File: config.mk
export PLATFORM = sky130hd
export DESIGN_NAME = postfix_expression_evaluator_unit
export DESIGN_NICKNAME = d
export VERILOG_FILES = /design/src/design/pfe_pkg.sv /design/src/design/pfe_cell.sv /design/src/design/pfe_arith.sv /design/src/design/postfix_expression_evaluator_unit.sv
export VERILOG_INCLUDE_DIRS = /design/src /design/src/design
export SDC_FILE = /design/constraint.sdc
export NUM_CORES = 2
export LEC_CHECK = 0
export BUFFER_PORTS_ARGS = -buffer_cell sky130_fd_sc_hd__buf_4
export CAP_MARGIN = 15
export CORE_ASPECT_RATIO = 0.5
export CORE_UTILIZATION = 25
export CTS_BUF_LIST = sky130_fd_sc_hd__clkbuf_16
export CTS_CLUSTER_SIZE = 12
export DETAILED_ROUTE_END_ITERATION = 8
export MAX_ROUTING_LAYER = met4
export SLEW_MARGIN = 10
export SYNTH_ARGS = -nofsm -noshare
export SYNTH_HDL_FRONTEND = slang
export SYNTH_SLANG_ARGS = --single-unit
File: constraint.sdc
create_clock -name clock -period 15.6 [get_ports clock]
set_input_delay 1.56 -clock clock [delete_from_list [all_inputs] [get_ports clock]]
set_output_delay 1.56 -clock clock [all_outputs]
set_load 0.01 [all_outputs]
File: src/design/assert_macros.svh
`ifndef ASSERT_MACROS_SVH
`define ASSERT_MACROS_SVH

// Clocked check that is switched off while reset is held.
`define PFE_ASSERT_CLK(lbl, clk, rst, prop, msg) \
   lbl: assert property (@(posedge clk) disable iff (rst) prop) else $error(msg);

// Clocked check that also runs during reset, for reset behavior.
`define PFE_ASSERT_RST(lbl, clk, prop, msg) \
   lbl: assert property (@(posedge clk) prop) else $error(msg);

`endif

File: src/design/pfe_pkg.sv
package pfe_pkg;

   // Field widths of the stream words.
   localparam int SYMBOL_W   = 8;
   localparam int TOTAL_W    = 32;
   localparam int DEPTH_W    = 5;
   localparam int STATUS_W   = 3;
   localparam int RSP_DATA_W = TOTAL_W + DEPTH_W + STATUS_W;

   // Character codes.
   localparam logic [SYMBOL_W-1:0] CH_ZERO  = 8'h30;
   localparam logic [SYMBOL_W-1:0] CH_NINE  = 8'h39;
   localparam logic [SYMBOL_W-1:0] CH_PLUS  = 8'h2B;
   localparam logic [SYMBOL_W-1:0] CH_MINUS = 8'h2D;
   localparam logic [SYMBOL_W-1:0] CH_STAR  = 8'h2A;
   localparam logic [SYMBOL_W-1:0] CH_SLASH = 8'h2F;
   localparam logic [SYMBOL_W-1:0] CH_SPACE = 8'h20;

   // Status codes.
   localparam logic [STATUS_W-1:0] ERR_NONE      = 3'd0;
   localparam logic [STATUS_W-1:0] ERR_UNDERFLOW = 3'd1;
   localparam logic [STATUS_W-1:0] ERR_BADCHAR   = 3'd2;
   localparam logic [STATUS_W-1:0] ERR_DIVZERO   = 3'd3;
   localparam logic [STATUS_W-1:0] ERR_OVERFLOW  = 3'd4;

   // Per-cell shift control: take the neighbor above or the one below.
   typedef struct packed {
      logic take_above;
      logic take_below;
   } cell_ctl_type;

   // Request to the iterative multiply/divide unit.
   typedef struct packed {
      logic start;
      logic is_div;
   } arith_req_type;

endpackage

File: src/design/pfe_cell.sv
module pfe_cell #(
   parameter int VALUE_WIDTH = 32
) (
   input  logic                     clock,
   input  pfe_pkg::cell_ctl_type    ctl,
   input  logic [VALUE_WIDTH-1:0]   from_above,
   input  logic [VALUE_WIDTH-1:0]   from_below,
   output logic [VALUE_WIDTH-1:0]   value
);

   logic [VALUE_WIDTH-1:0] value_ff;

   // One stack entry: shifts down on a push, up on a pop.
   always_ff @(posedge clock) begin
      if (ctl.take_above) begin
         value_ff <= from_above;
      end else if (ctl.take_below) begin
         value_ff <= from_below;
      end
   end

   assign value = value_ff;

endmodule

File: src/design/pfe_arith.sv
module pfe_arith #(
   parameter int VALUE_WIDTH = 32
) (
   input  logic                     clock,
   input  logic                     reset,
   input  pfe_pkg::arith_req_type   req,
   input  logic [VALUE_WIDTH-1:0]   operand_a,
   input  logic [VALUE_WIDTH-1:0]   operand_b,
   output logic                     done,
   output logic [VALUE_WIDTH-1:0]   result
);

   localparam int CNT_W = $clog2(VALUE_WIDTH + 1);

   logic                   busy_ff, busy_in;
   logic                   done_ff, done_in;
   logic                   div_ff, div_in;
   logic                   neg_ff, neg_in;
   logic [CNT_W-1:0]       cnt_ff, cnt_in;
   logic [VALUE_WIDTH-1:0] x_ff, x_in;
   logic [VALUE_WIDTH-1:0] y_ff, y_in;
   logic [VALUE_WIDTH-1:0] r_ff, r_in;
   logic [VALUE_WIDTH:0]   shifted;
   logic [VALUE_WIDTH:0]   diff;
   logic [VALUE_WIDTH-1:0] mag_a;
   logic [VALUE_WIDTH-1:0] mag_b;

   // Magnitudes for the signed divide.
   assign mag_a = operand_a[VALUE_WIDTH-1] ? (VALUE_WIDTH'(0) - operand_a) : operand_a;
   assign mag_b = operand_b[VALUE_WIDTH-1] ? (VALUE_WIDTH'(0) - operand_b) : operand_b;

   // Restoring divide step: trial subtract of the divisor.
   assign shifted = {r_ff, x_ff[VALUE_WIDTH-1]};
   assign diff    = shifted - {1'b0, y_ff};

   // One bit per cycle: shift-add multiply or restoring divide.
   always_comb begin
      busy_in = busy_ff;
      done_in = 1'b0;
      div_in  = div_ff;
      neg_in  = neg_ff;
      cnt_in  = cnt_ff;
      x_in    = x_ff;
      y_in    = y_ff;
      r_in    = r_ff;
      if (req.start) begin
         busy_in = 1'b1;
         div_in  = req.is_div;
         cnt_in  = CNT_W'(VALUE_WIDTH);
         r_in    = '0;
         if (req.is_div) begin
            x_in   = mag_a;
            y_in   = mag_b;
            neg_in = operand_a[VALUE_WIDTH-1] ^ operand_b[VALUE_WIDTH-1];
         end else begin
            x_in   = operand_b;
            y_in   = operand_a;
            neg_in = 1'b0;
         end
      end else if (busy_ff) begin
         cnt_in = cnt_ff - CNT_W'(1);
         if (cnt_ff == CNT_W'(1)) begin
            busy_in = 1'b0;
            done_in = 1'b1;
         end
         if (div_ff) begin
            if (!diff[VALUE_WIDTH]) begin
               r_in = diff[VALUE_WIDTH-1:0];
               x_in = {x_ff[VALUE_WIDTH-2:0], 1'b1};
            end else begin
               r_in = shifted[VALUE_WIDTH-1:0];
               x_in = {x_ff[VALUE_WIDTH-2:0], 1'b0};
            end
         end else begin
            if (x_ff[0]) begin
               r_in = r_ff + y_ff;
            end
            y_in = {y_ff[VALUE_WIDTH-2:0], 1'b0};
            x_in = {1'b0, x_ff[VALUE_WIDTH-1:1]};
         end
      end
   end

   always_ff @(posedge clock) begin
      if (reset) begin
         busy_ff <= 1'b0;
         done_ff <= 1'b0;
      end else begin
         busy_ff <= busy_in;
         done_ff <= done_in;
      end
      div_ff <= div_in;
      neg_ff <= neg_in;
      cnt_ff <= cnt_in;
      x_ff   <= x_in;
      y_ff   <= y_in;
      r_ff   <= r_in;
   end

   // Quotient takes the sign back; the product is the low bits as they stand.
   assign done   = done_ff;
   assign result = div_ff ? (neg_ff ? (VALUE_WIDTH'(0) - x_ff) : x_ff) : r_ff;

endmodule

File: src/design/postfix_expression_evaluator_unit.sv
// Channel | Direction | Handshake             | Payload
// req     | in        | req_tvalid/req_tready | tdata[7:0] symbol, tlast end_of_expression
// rsp     | out       | rsp_tvalid/rsp_tready | tdata total, depth_left, status
//
// A digit, a space, + or -, or an error character is taken in the idle state with no wait.
// A * or / waits in the arith state for the one-bit-per-cycle
// shift-add / restoring divide unit, which holds off the input until it is done.
// For the word marked last, the flush state places the result in the output register,
// and it waits only while an earlier result is still not taken.
// Reset is synchronous and active high; the stack needs no clearing pass after it.
// A stalled result register holds its word; later words still enter up to the next word
// marked last, which then waits in the flush state and holds off the input.

`include "assert_macros.svh"

module postfix_expression_evaluator_unit #(
   parameter int STACK_DEPTH = 16,
   parameter int VALUE_WIDTH = 32
) (
   input  logic                              clock,
   input  logic                              reset,
   input  logic                              req_tvalid,
   output logic                              req_tready,
   input  logic [pfe_pkg::SYMBOL_W-1:0]      req_tdata,  // [7:0] symbol
   input  logic                              req_tlast,  // end_of_expression
   output logic                              rsp_tvalid,
   input  logic                              rsp_tready,
   output logic [pfe_pkg::RSP_DATA_W-1:0]    rsp_tdata   // [31:0] total, [36:32] depth_left,
                                                         // [39:37] status
);

   localparam int SP_W = $clog2(STACK_DEPTH + 1);

   localparam logic [1:0] S_IDLE  = 2'd0;
   localparam logic [1:0] S_ARITH = 2'd1;
   localparam logic [1:0] S_FLUSH = 2'd2;

   logic [1:0]                        state_ff, state_in;
   logic [SP_W-1:0]                   sp_ff, sp_in;
   logic [pfe_pkg::STATUS_W-1:0]      err_ff, err_in;
   logic                              prev_unrec_ff, prev_unrec_in;
   logic                              last_ff, last_in;
   logic [VALUE_WIDTH-1:0]            bottom_ff, bottom_in;
   logic                              rsp_valid_ff, rsp_valid_in;
   logic [pfe_pkg::TOTAL_W-1:0]       rsp_total_ff, rsp_total_in;
   logic [pfe_pkg::DEPTH_W-1:0]       rsp_depth_ff, rsp_depth_in;
   logic [pfe_pkg::STATUS_W-1:0]      rsp_status_ff, rsp_status_in;

   logic [VALUE_WIDTH-1:0]            cell_val [STACK_DEPTH];
   logic [VALUE_WIDTH-1:0]            cell_above [STACK_DEPTH];
   logic [VALUE_WIDTH-1:0]            cell_below [STACK_DEPTH];
   pfe_pkg::cell_ctl_type             cell_ctl [STACK_DEPTH];

   pfe_pkg::arith_req_type            arith_req;
   logic                              arith_done;
   logic [VALUE_WIDTH-1:0]            arith_result;

   logic [pfe_pkg::SYMBOL_W-1:0]      symbol;
   logic                              is_digit;
   logic                              is_addsub;
   logic                              is_op;
   logic                              recognized;
   logic [VALUE_WIDTH-1:0]            digit_val;
   logic [VALUE_WIDTH-1:0]            addsub_val;
   logic                              do_push;
   logic                              do_combine;
   logic [VALUE_WIDTH-1:0]            combine_val;
   logic                              flush_go;

   // Character decode.
   assign symbol     = req_tdata;
   assign is_digit   = (symbol >= pfe_pkg::CH_ZERO) && (symbol <= pfe_pkg::CH_NINE);
   assign is_addsub  = (symbol == pfe_pkg::CH_PLUS) || (symbol == pfe_pkg::CH_MINUS);
   assign is_op      = is_addsub || (symbol == pfe_pkg::CH_STAR)
                       || (symbol == pfe_pkg::CH_SLASH);
   assign recognized = is_digit || is_op || (symbol == pfe_pkg::CH_SPACE);
   assign digit_val  = VALUE_WIDTH'(symbol - pfe_pkg::CH_ZERO);

   // Add and subtract finish in the same cycle; top of stack is cell 0.
   assign addsub_val = (symbol == pfe_pkg::CH_PLUS) ? (cell_val[1] + cell_val[0])
                                                    : (cell_val[1] - cell_val[0]);

   assign flush_go = (state_ff == S_FLUSH) && (!rsp_valid_ff || rsp_tready);

   // Sequencer: decode, stack moves, errors and result formation.
   always_comb begin
      state_in      = state_ff;
      sp_in         = sp_ff;
      err_in        = err_ff;
      prev_unrec_in = prev_unrec_ff;
      last_in       = last_ff;
      bottom_in     = bottom_ff;
      rsp_valid_in  = rsp_valid_ff && !rsp_tready;
      rsp_total_in  = rsp_total_ff;
      rsp_depth_in  = rsp_depth_ff;
      rsp_status_in = rsp_status_ff;
      arith_req     = '0;
      do_push       = 1'b0;
      do_combine    = 1'b0;
      combine_val   = addsub_val;

      unique case (state_ff)
         S_IDLE: begin
            if (req_tvalid) begin
               last_in = req_tlast;
               if (err_ff == pfe_pkg::ERR_NONE) begin
                  prev_unrec_in = !recognized;
                  if (recognized && prev_unrec_ff) begin
                     err_in = pfe_pkg::ERR_BADCHAR;
                  end else if (is_digit) begin
                     if (sp_ff >= SP_W'(STACK_DEPTH)) begin
                        err_in = pfe_pkg::ERR_OVERFLOW;
                     end else begin
                        do_push = 1'b1;
                     end
                  end else if (is_op) begin
                     if (sp_ff < SP_W'(2)) begin
                        err_in = pfe_pkg::ERR_UNDERFLOW;
                     end else if (is_addsub) begin
                        do_combine = 1'b1;
                     end else if ((symbol == pfe_pkg::CH_SLASH) && (cell_val[0] == '0)) begin
                        err_in = pfe_pkg::ERR_DIVZERO;
                     end else begin
                        arith_req.start  = 1'b1;
                        arith_req.is_div = (symbol == pfe_pkg::CH_SLASH);
                     end
                  end
               end
               if (arith_req.start) begin
                  state_in = S_ARITH;
               end else if (req_tlast) begin
                  state_in = S_FLUSH;
               end
            end
         end
         S_ARITH: begin
            if (arith_done) begin
               do_combine  = 1'b1;
               combine_val = arith_result;
               state_in    = last_ff ? S_FLUSH : S_IDLE;
            end
         end
         S_FLUSH: begin
            if (flush_go) begin
               rsp_valid_in  = 1'b1;
               rsp_depth_in  = pfe_pkg::DEPTH_W'(sp_ff);
               rsp_status_in = err_ff;
               if (sp_ff != '0) begin
                  rsp_total_in = pfe_pkg::TOTAL_W'($signed(bottom_ff));
               end else begin
                  rsp_total_in = '0;
                  if (err_ff == pfe_pkg::ERR_NONE) begin
                     rsp_status_in = pfe_pkg::ERR_UNDERFLOW;
                  end
               end
               sp_in         = '0;
               err_in        = pfe_pkg::ERR_NONE;
               prev_unrec_in = 1'b0;
               state_in      = S_IDLE;
            end
         end
         default: begin
            state_in = S_IDLE;
         end
      endcase

      // Pointer and bottom-entry tracking for pushes and pops.
      if (do_push) begin
         sp_in = sp_ff + SP_W'(1);
         if (sp_ff == '0) begin
            bottom_in = digit_val;
         end
      end else if (do_combine) begin
         sp_in = sp_ff - SP_W'(1);
         if (sp_ff == SP_W'(2)) begin
            bottom_in = combine_val;
         end
      end
   end

   // Neighbor wiring and shift control for the row of stack cells.
   always_comb begin
      for (int i = 0; i < STACK_DEPTH; i++) begin
         cell_above[i] = (i == 0) ? (do_push ? digit_val : combine_val)
                                  : cell_val[(i == 0) ? 0 : i - 1];
         cell_below[i] = (i == STACK_DEPTH - 1) ? '0
                                                : cell_val[(i == STACK_DEPTH - 1) ? i : i + 1];
         cell_ctl[i].take_above = do_push || (do_combine && (i == 0));
         cell_ctl[i].take_below = do_combine && (i != 0);
      end
   end

   for (genvar g = 0; g < STACK_DEPTH; g++) begin : g_cell
      pfe_cell #(
         .VALUE_WIDTH (VALUE_WIDTH)
      ) u_cell (
         .clock      (clock),
         .ctl        (cell_ctl[g]),
         .from_above (cell_above[g]),
         .from_below (cell_below[g]),
         .value      (cell_val[g])
      );
   end

   pfe_arith #(
      .VALUE_WIDTH (VALUE_WIDTH)
   ) u_arith (
      .clock     (clock),
      .reset     (reset),
      .req       (arith_req),
      .operand_a (cell_val[1]),
      .operand_b (cell_val[0]),
      .done      (arith_done),
      .result    (arith_result)
   );

   always_ff @(posedge clock) begin
      if (reset) begin
         state_ff      <= S_IDLE;
         sp_ff         <= '0;
         err_ff        <= pfe_pkg::ERR_NONE;
         prev_unrec_ff <= 1'b0;
         rsp_valid_ff  <= 1'b0;
      end else begin
         state_ff      <= state_in;
         sp_ff         <= sp_in;
         err_ff        <= err_in;
         prev_unrec_ff <= prev_unrec_in;
         rsp_valid_ff  <= rsp_valid_in;
      end
      last_ff       <= last_in;
      bottom_ff     <= bottom_in;
      rsp_total_ff  <= rsp_total_in;
      rsp_depth_ff  <= rsp_depth_in;
      rsp_status_ff <= rsp_status_in;
   end

   assign req_tready = (state_ff == S_IDLE);
   assign rsp_tvalid = rsp_valid_ff;
   assign rsp_tdata  = {rsp_status_ff, rsp_depth_ff, rsp_total_ff};

   // Checks on the sequencer and stack bookkeeping.
   `PFE_ASSERT_RST(a_reset_clears, clock,
      reset |=> (sp_ff == '0 && state_ff == S_IDLE && !rsp_valid_ff),
      "reset did not clear the sequencer")
   `PFE_ASSERT_CLK(a_sp_bound, clock, reset, sp_ff <= SP_W'(STACK_DEPTH),
      "stack pointer beyond depth")
   `PFE_ASSERT_CLK(a_done_in_arith, clock, reset, arith_done |-> state_ff == S_ARITH,
      "arith result outside wait state")
   `PFE_ASSERT_CLK(a_err_sticky, clock, reset,
      (err_ff != pfe_pkg::ERR_NONE && state_ff != S_FLUSH) |=> err_ff == $past(err_ff),
      "error code changed before result")
   `PFE_ASSERT_CLK(a_empty_not_ok, clock, reset,
      (flush_go && sp_ff == '0) |=> rsp_status_ff != pfe_pkg::ERR_NONE,
      "empty stack reported as ok")

endmodule

; Yosys cells after proc, flatten, opt, wreduce, memory -nomap -nowiden
; Index checks and enable logic that the tools add are counted.
[totals]
register_bits = 703
inputBits = 13
output_inout_bits = 42
wordCells = 222
[op_classes]
add_sub_neg = 11
n_lt_le_gt_ge = 4
eq_ne = 20
n_mux = 114
bitwise_logic = 2
n_reduce_logical = 37
[op_table]
columns = op, count
row1 = two-way mux 32 bit, 53
row2 = subtractor 1 x 32 -> 32 bit (first input constant), 3
row3 = adder 32 bit, 2
row4 = == test 8 x 6 -> 1 bit (second input constant), 5
row5 = two-way mux 3 bit, 12
row6 = two-way mux 2 bit, 17
row7 = subtractor 33 x 32 -> 33 bit, 1
row8 = zero test 32 bit, 1
row9 = subtractor 32 bit, 1
row10 = two-way mux 1 bit, 24
row11 = two-way mux 5 bit, 4
row12 = AND reduction 2 bit, 5
row13 = nonzero test 2 bit, 5
row14 = subtractor 8 x 6 -> 9 bit (second input constant), 1
row15 = >= comparator 8 x 6 -> 1 bit (second input constant), 1
row16 = <= comparator 8 x 6 -> 1 bit (second input constant), 1
row17 = AND reduction 4 bit, 2
row18 = AND reduction 8 bit, 1
row19 = logical OR 1 bit, 7
row20 = == test 6 x 1 -> 1 bit (second input constant), 1
row21 = inequality test 2 x 1 -> 1 bit (second input constant), 3
row22 = inequality test 2 bit (second input constant), 3
row23 = case mux 2 bit (3 select lines), 1
row24 = case mux 3 bit (2 select lines), 1
row25 = 25 further kinds, 33

; Logic depth before layout (Yosys ltp)
[depth]
ltp_word = 15
mapped_depth = 21
depth_no_buf = 19

; Modules after synthesis
; From an unflattened synthesis, not the netlist that was laid out.
[unflattened]
hier_cells = 3198
hier_area_um2 = 41556.1
[by_module_without_submodules]
columns = module, n_inst, cells_each, area_per_inst_um2, seq_area_each_um2
row1 = pfe_cell, 16, 69, 1507.7, 960.9
row2 = pfe_arith, 1, 1432, 11242.0, 2782.7
row3 = postfix_expression_evaluator_unit, 1, 662, 6190.9, 2432.3

; Worst setup path after synthesis
; No wires, ideal clock.
[synth_path]
path_kind = input to register
from = in req_tdata[1] (netlist name)
to = reg sp_ff[0]
setup_time_ps = 182
arrival_ps = 15209
required_time_ps = 15418
path_slack_ps = 209
path_stages = 11
n_path_buf = 3
cell_sequence = buf_2 -> or4b_1 -> a21oi_1 -> o21ai_1 -> or4_1 -> clkbuf_1 -> clkbuf_1 -> nand2_1 -> o21ai_0 -> o21ai_0 -> nor2_1
[synth_via]
elab_chain_cells = 13
elab_cells_between_ends = 32
cone_classes = order compare (2) / eq/ne (5) / mux (15) / reduce/logical (10)
[synth_lines]
columns = element, line_no
row1 = start: declaration, postfix_expression_evaluator_unit.sv:24  ; input logic [pfe_pkg::SYMBOL_W-1:0] req_tdata,
row2 = "parallel branches: the longest is 13 deep, another holds >= comparator 8 x 6 -> 1 bit", n/a
row3 = end signal: assignment, postfix_expression_evaluator_unit.sv:226  ; sp_ff <= sp_in;
row4 = end: declaration, postfix_expression_evaluator_unit.sv:39  ; logic [SP_W-1:0] sp_ff, sp_in;
; Several ways; the timed one is not identified.
; A chain may end at the register's enable or synchronous reset.

; Worst setup path after layout
[layout_path]
from = in req_tdata[4] (netlist name)
to = reg g_cell[2].u_cell.value_ff[31], data pin
[layout_via]
elab_chain_cells = 12
elab_cells_between_ends = 20
cone_classes = order compare (2) / eq/ne (5) / mux (6) / reduce/logical (7)
[layout_lines]
columns = element, line_no
row1 = "parallel branches: the longest is 7 deep, another holds >= comparator 8 x 6 -> 1 bit", n/a
row2 = two-way mux 1 bit (*), postfix_expression_evaluator_unit.sv:108  ; if (recognized && prev_unrec_ff) begin
row3 = two-way mux 1 bit (*), postfix_expression_evaluator_unit.sv:106  ; if (err_ff == pfe_pkg::ERR_NONE) begin
row4 = two-way mux 1 bit (*), postfix_expression_evaluator_unit.sv:104  ; if (req_tvalid) begin
row5 = two-way mux 1 bit (*), postfix_expression_evaluator_unit.sv:102  ; unique case (state_ff)
row6 = two-way mux 32 bit (*), pfe_cell.sv:15  ; if (ctl.take_above) begin
row7 = end signal: assignment, pfe_cell.sv:16  ; value_ff <= from_above;
row8 = end signal: assignment, pfe_cell.sv:18  ; value_ff <= from_below;
row9 = end: declaration, pfe_cell.sv:11  ; logic [VALUE_WIDTH-1:0] value_ff;
; Mark *: on every way between the ends.

==> results.cfg <==
[global_route]
first_global_vias = 25913
antenna_found_initial = 0
grt_pass1_wl_um = 150000
grt.total_usage_pct = 12.3
grt_start_max_net_pins = 270
grt_remaining_overflow = 0

[pwr]
p_sw_mw = 1.06
p_per_area_mw_per_mm2 = 99.6
clockPowerShare_pct = 42.0
total_power_mw = 4.31
p_int_mw = 3.24
leakage_nw = 16.8
seqPwrFrac_pct = 49.5
swShare_pct = 24.6
p_comb_share_pct = 8.5
irDropWorstVdd_uv = 89.2

[job]
cap_violations = 0

[route]
ant_nets = 0
vias_per_cell = 4.61
drt_iter0_drc = 3166
routed_wirelength_um = 96200
num_vias = 28243
drc = 0
post_drt_wl_per_cell_um = 15.7
firstDrtPassIters = 6

[finish]
fill_cells = 16042
drive_above_1_share_pct = 6.32
finalInstanceArea_sq_mm = 0.0432
area_growth_pct = 12.8
layout.nets = 4129

[sta]
hold_viol_final = 0
setup_slack_ns = 9.98
relSlewSlack_pct = 14.8
finClkSkew_ns = 0.0240
timing.final.crit_period_ns = 5.62
finalSetupTns_ns = 0
min_period_over_period_pct = 36.0
worst_pin_slew_ns = 1.28
setup_viol = 0
grt_setup_unrepaired = false
clock.fmax_mhz = 178
slew_violations = 0
holdWs_ns = 0.499

[floorplan]
die_h_um = 279
start_util_pct = 25.2
die_x_um = 556
die_area_sq_mm = 0.155
boundaryPins = 55
coreArea_sq_mm = 0.152
rows = 101

[logic_synthesis]
synth_top_area_share_pct = 51.0
async_flop_share_pct = 0
syn-num-nets = 4198
seq_area_frac_synth_pct = 53.8
synth_ff_type = edfxtp_1
ys_seq_elements = 703
synth.area.top_cells = edfxtp_1 51%, nand2_1 15%, ha_1 3.6%, dfxtp_1 2.7%, xor2_1 2.6%
yosysWarnings = 0
syn_area_per_cell_sq_um = 9.40
yosysUniqueCellTypes = 82
synth_edf_count = 651
synth_common_cells = 1,554 x nand2_1, 651 x edfxtp_1, 197 x clkbuf_1, 185 x o21ai_0, 159 x a21oi_1
synth_area_sq_mm = 0.0383
synth_top_area_cell = edfxtp_1
syn_inst = 4073
synth.most_common_cell = nand2_1

[cts]
hold_buffers = 0
root_buffer = clkbuf_16
cts_buffer_depth = 3
htreeDepth = 3
numCtsBuffers = 80
cts-resized-gates = 0
post-cts-setup-buffer-count = 0
cts_sinks = 703
cts_tree = done
clk_pin_slew_ns = 0.06
clk-insertion-delay-late_ns = 0.65

[hold_path]
whs_path_depth = 2
holdCritPathClass = reg -> reg

[worst_setup_path]
crit_path_end = g_cell[2].u_cell.value[31]
cp.arrival_ns = 5.97
cp.required_ns = 15.95
worstPathMaxFanout = 269
crit_type = in -> reg
cp-end-kind = flip-flop
reg2reg_from = g_cell[0].u_cell.value[0]
r2r-end = u_arith.y_ff[6]
worstRegToRegCells = 13
crit_start = req_tdata[4]
r2r_slack_ns = 10.07
start_kind = primary input

[outcome]
status = completed

[placed_design]
gp_congestion = 0.927
io_buffers = 54
dp_slack_ns = 9.44
post_dp_cell_area_sq_mm = 0.0407
dp_hpwl_um = 63300
## layout by cell type, fill, tap and decap left out, types with 24 or more instances in the layout
| cell | instances |
|---|---|
| nor2b_1 | 48 |
| a21o_1 | 43 |
| ha_1 | 109 |
| xnor2_1 | 87 |
| xor2_1 | 115 |
| edfxtp_1 | 651 |
| clkbuf_16 | 80 |
| nand2_1 | 1552 |
| o21ai_0 | 183 |
| nand3_1 | 33 |
| a211oi_1 | 36 |
| nor3_1 | 41 |
| inv_1 | 83 |
| a21oi_1 | 158 |
| mux2i_1 | 45 |
| o211ai_1 | 76 |
| nand2b_1 | 24 |
| buf_4 | 85 |
| o31ai_1 | 31 |
| dfxtp_1 | 52 |
| and2_1 | 36 |
| or3_1 | 24 |
| nor2_1 | 127 |
## how the worst min path moves through the flow
stage | start | end
global route | g_cell[15].u_cell.value[19] | g_cell[14].u_cell.value[19]
floorplan | sp_ff[2] | rsp_depth_ff[2]
global placement | u_arith.cnt_ff[5] | u_arith.cnt_ff[5]
finish | u_arith.cnt_ff[1] | u_arith.cnt_ff[1]
detailed placement | u_arith.cnt_ff[5] | u_arith.cnt_ff[5]
CTS | u_arith.cnt_ff[1] | u_arith.cnt_ff[1]
## critical path: stages
cell     delay, ns
buf_4         0.13
ha_1          0.24
or4b_1        0.17
a21oi_1       0.06
o21ai_1       0.47
or4_4         0.35
buf_12        0.69
buf_4         0.90
buf_4         0.84
o21ai_0       0.18
## routing by layer
layer	part of all wire (%)	vias up	routed length [um]	track usage, %
met4	2.5	0	2380	3.40
li1	-	14020	-	-
met2	43	740	41200	17.7
met1	49	13352	47100	17.8
met3	5.7	131	5470	1.74
met5	0	-	0	-
## flip-flops by register name, summed over array words and instances (netlist names)
register	cells
bottom_ff	32
err_ff	3
g_cell.u_cell.value	512
last_ff	1
prev_unrec_ff	1
rsp_depth_ff	5
rsp_status_ff	3
rsp_total_ff	32
rsp_tvalid	1
sp_ff	5
state_ff	2
u_arith.busy_ff	1
u_arith.cnt_ff	6
u_arith.div_ff	1
u_arith.done	1
u_arith.neg_ff	1
u_arith.r_ff	32
u_arith.x_ff	32
u_arith.y_ff	32
## per-stage QoR
stage,utilization [%],cells
after detailed placement,26.8,5982
after global placement,26.8,5982
final,28.4,6130
after global routing,28.4,6129
after CTS,28.4,6129
after floorplan,-,4073
## power by group through the flow
| stage | Sequential, mW | Combinational [mW] | Clock (mW) |
|---|---|---|---|
| global route | 2.13 | 0.410 | 1.92 |
| finish | 2.13 | 0.367 | 1.81 |
| CTS | 2.13 | 0.365 | 1.85 |
| detailed placement | 2.17 | 0.363 | 0 |
| global placement | 2.17 | 0.362 | 0 |
| floorplan | 2.17 | 0.281 | 0 |
## logic make-up (layout without fill, tap and decap cells)
group / after synthesis / after routing / share of synthesized area [%]
AO/OA/AOI/OAI: 697 / 697 / 11.6
XOR/XNOR: 202 / 202 / 4.62
adder cells (fa/ha/maj): 112 / 112 / 3.72
buffers and inverters: 309 / 305 / 3.20
flip-flops: 703 / 703 / 53.8
multiplexers: 54 / 54 / 1.45
other: 0 / 1 / 0
AND/OR/NAND/NOR: 1996 / 1996 / 21.7
## cell type report
type / count / area, sq um / area share, %
diodes: 1 / 2.50 / 0.00579
clock inverters: 67 / 502 / 1.16
well taps: 2060 / 2580 / 5.97
inverters: 69 / 260 / 0.602
flip-flops and latches: 703 / 20600 / 47.7
repair buffers: 89 / 718 / 1.66
clock buffers: 80 / 2000 / 4.63
multi-input cells: 3061 / 16600 / 38.3
Note: power is estimated with default switching activity, not from simulation.
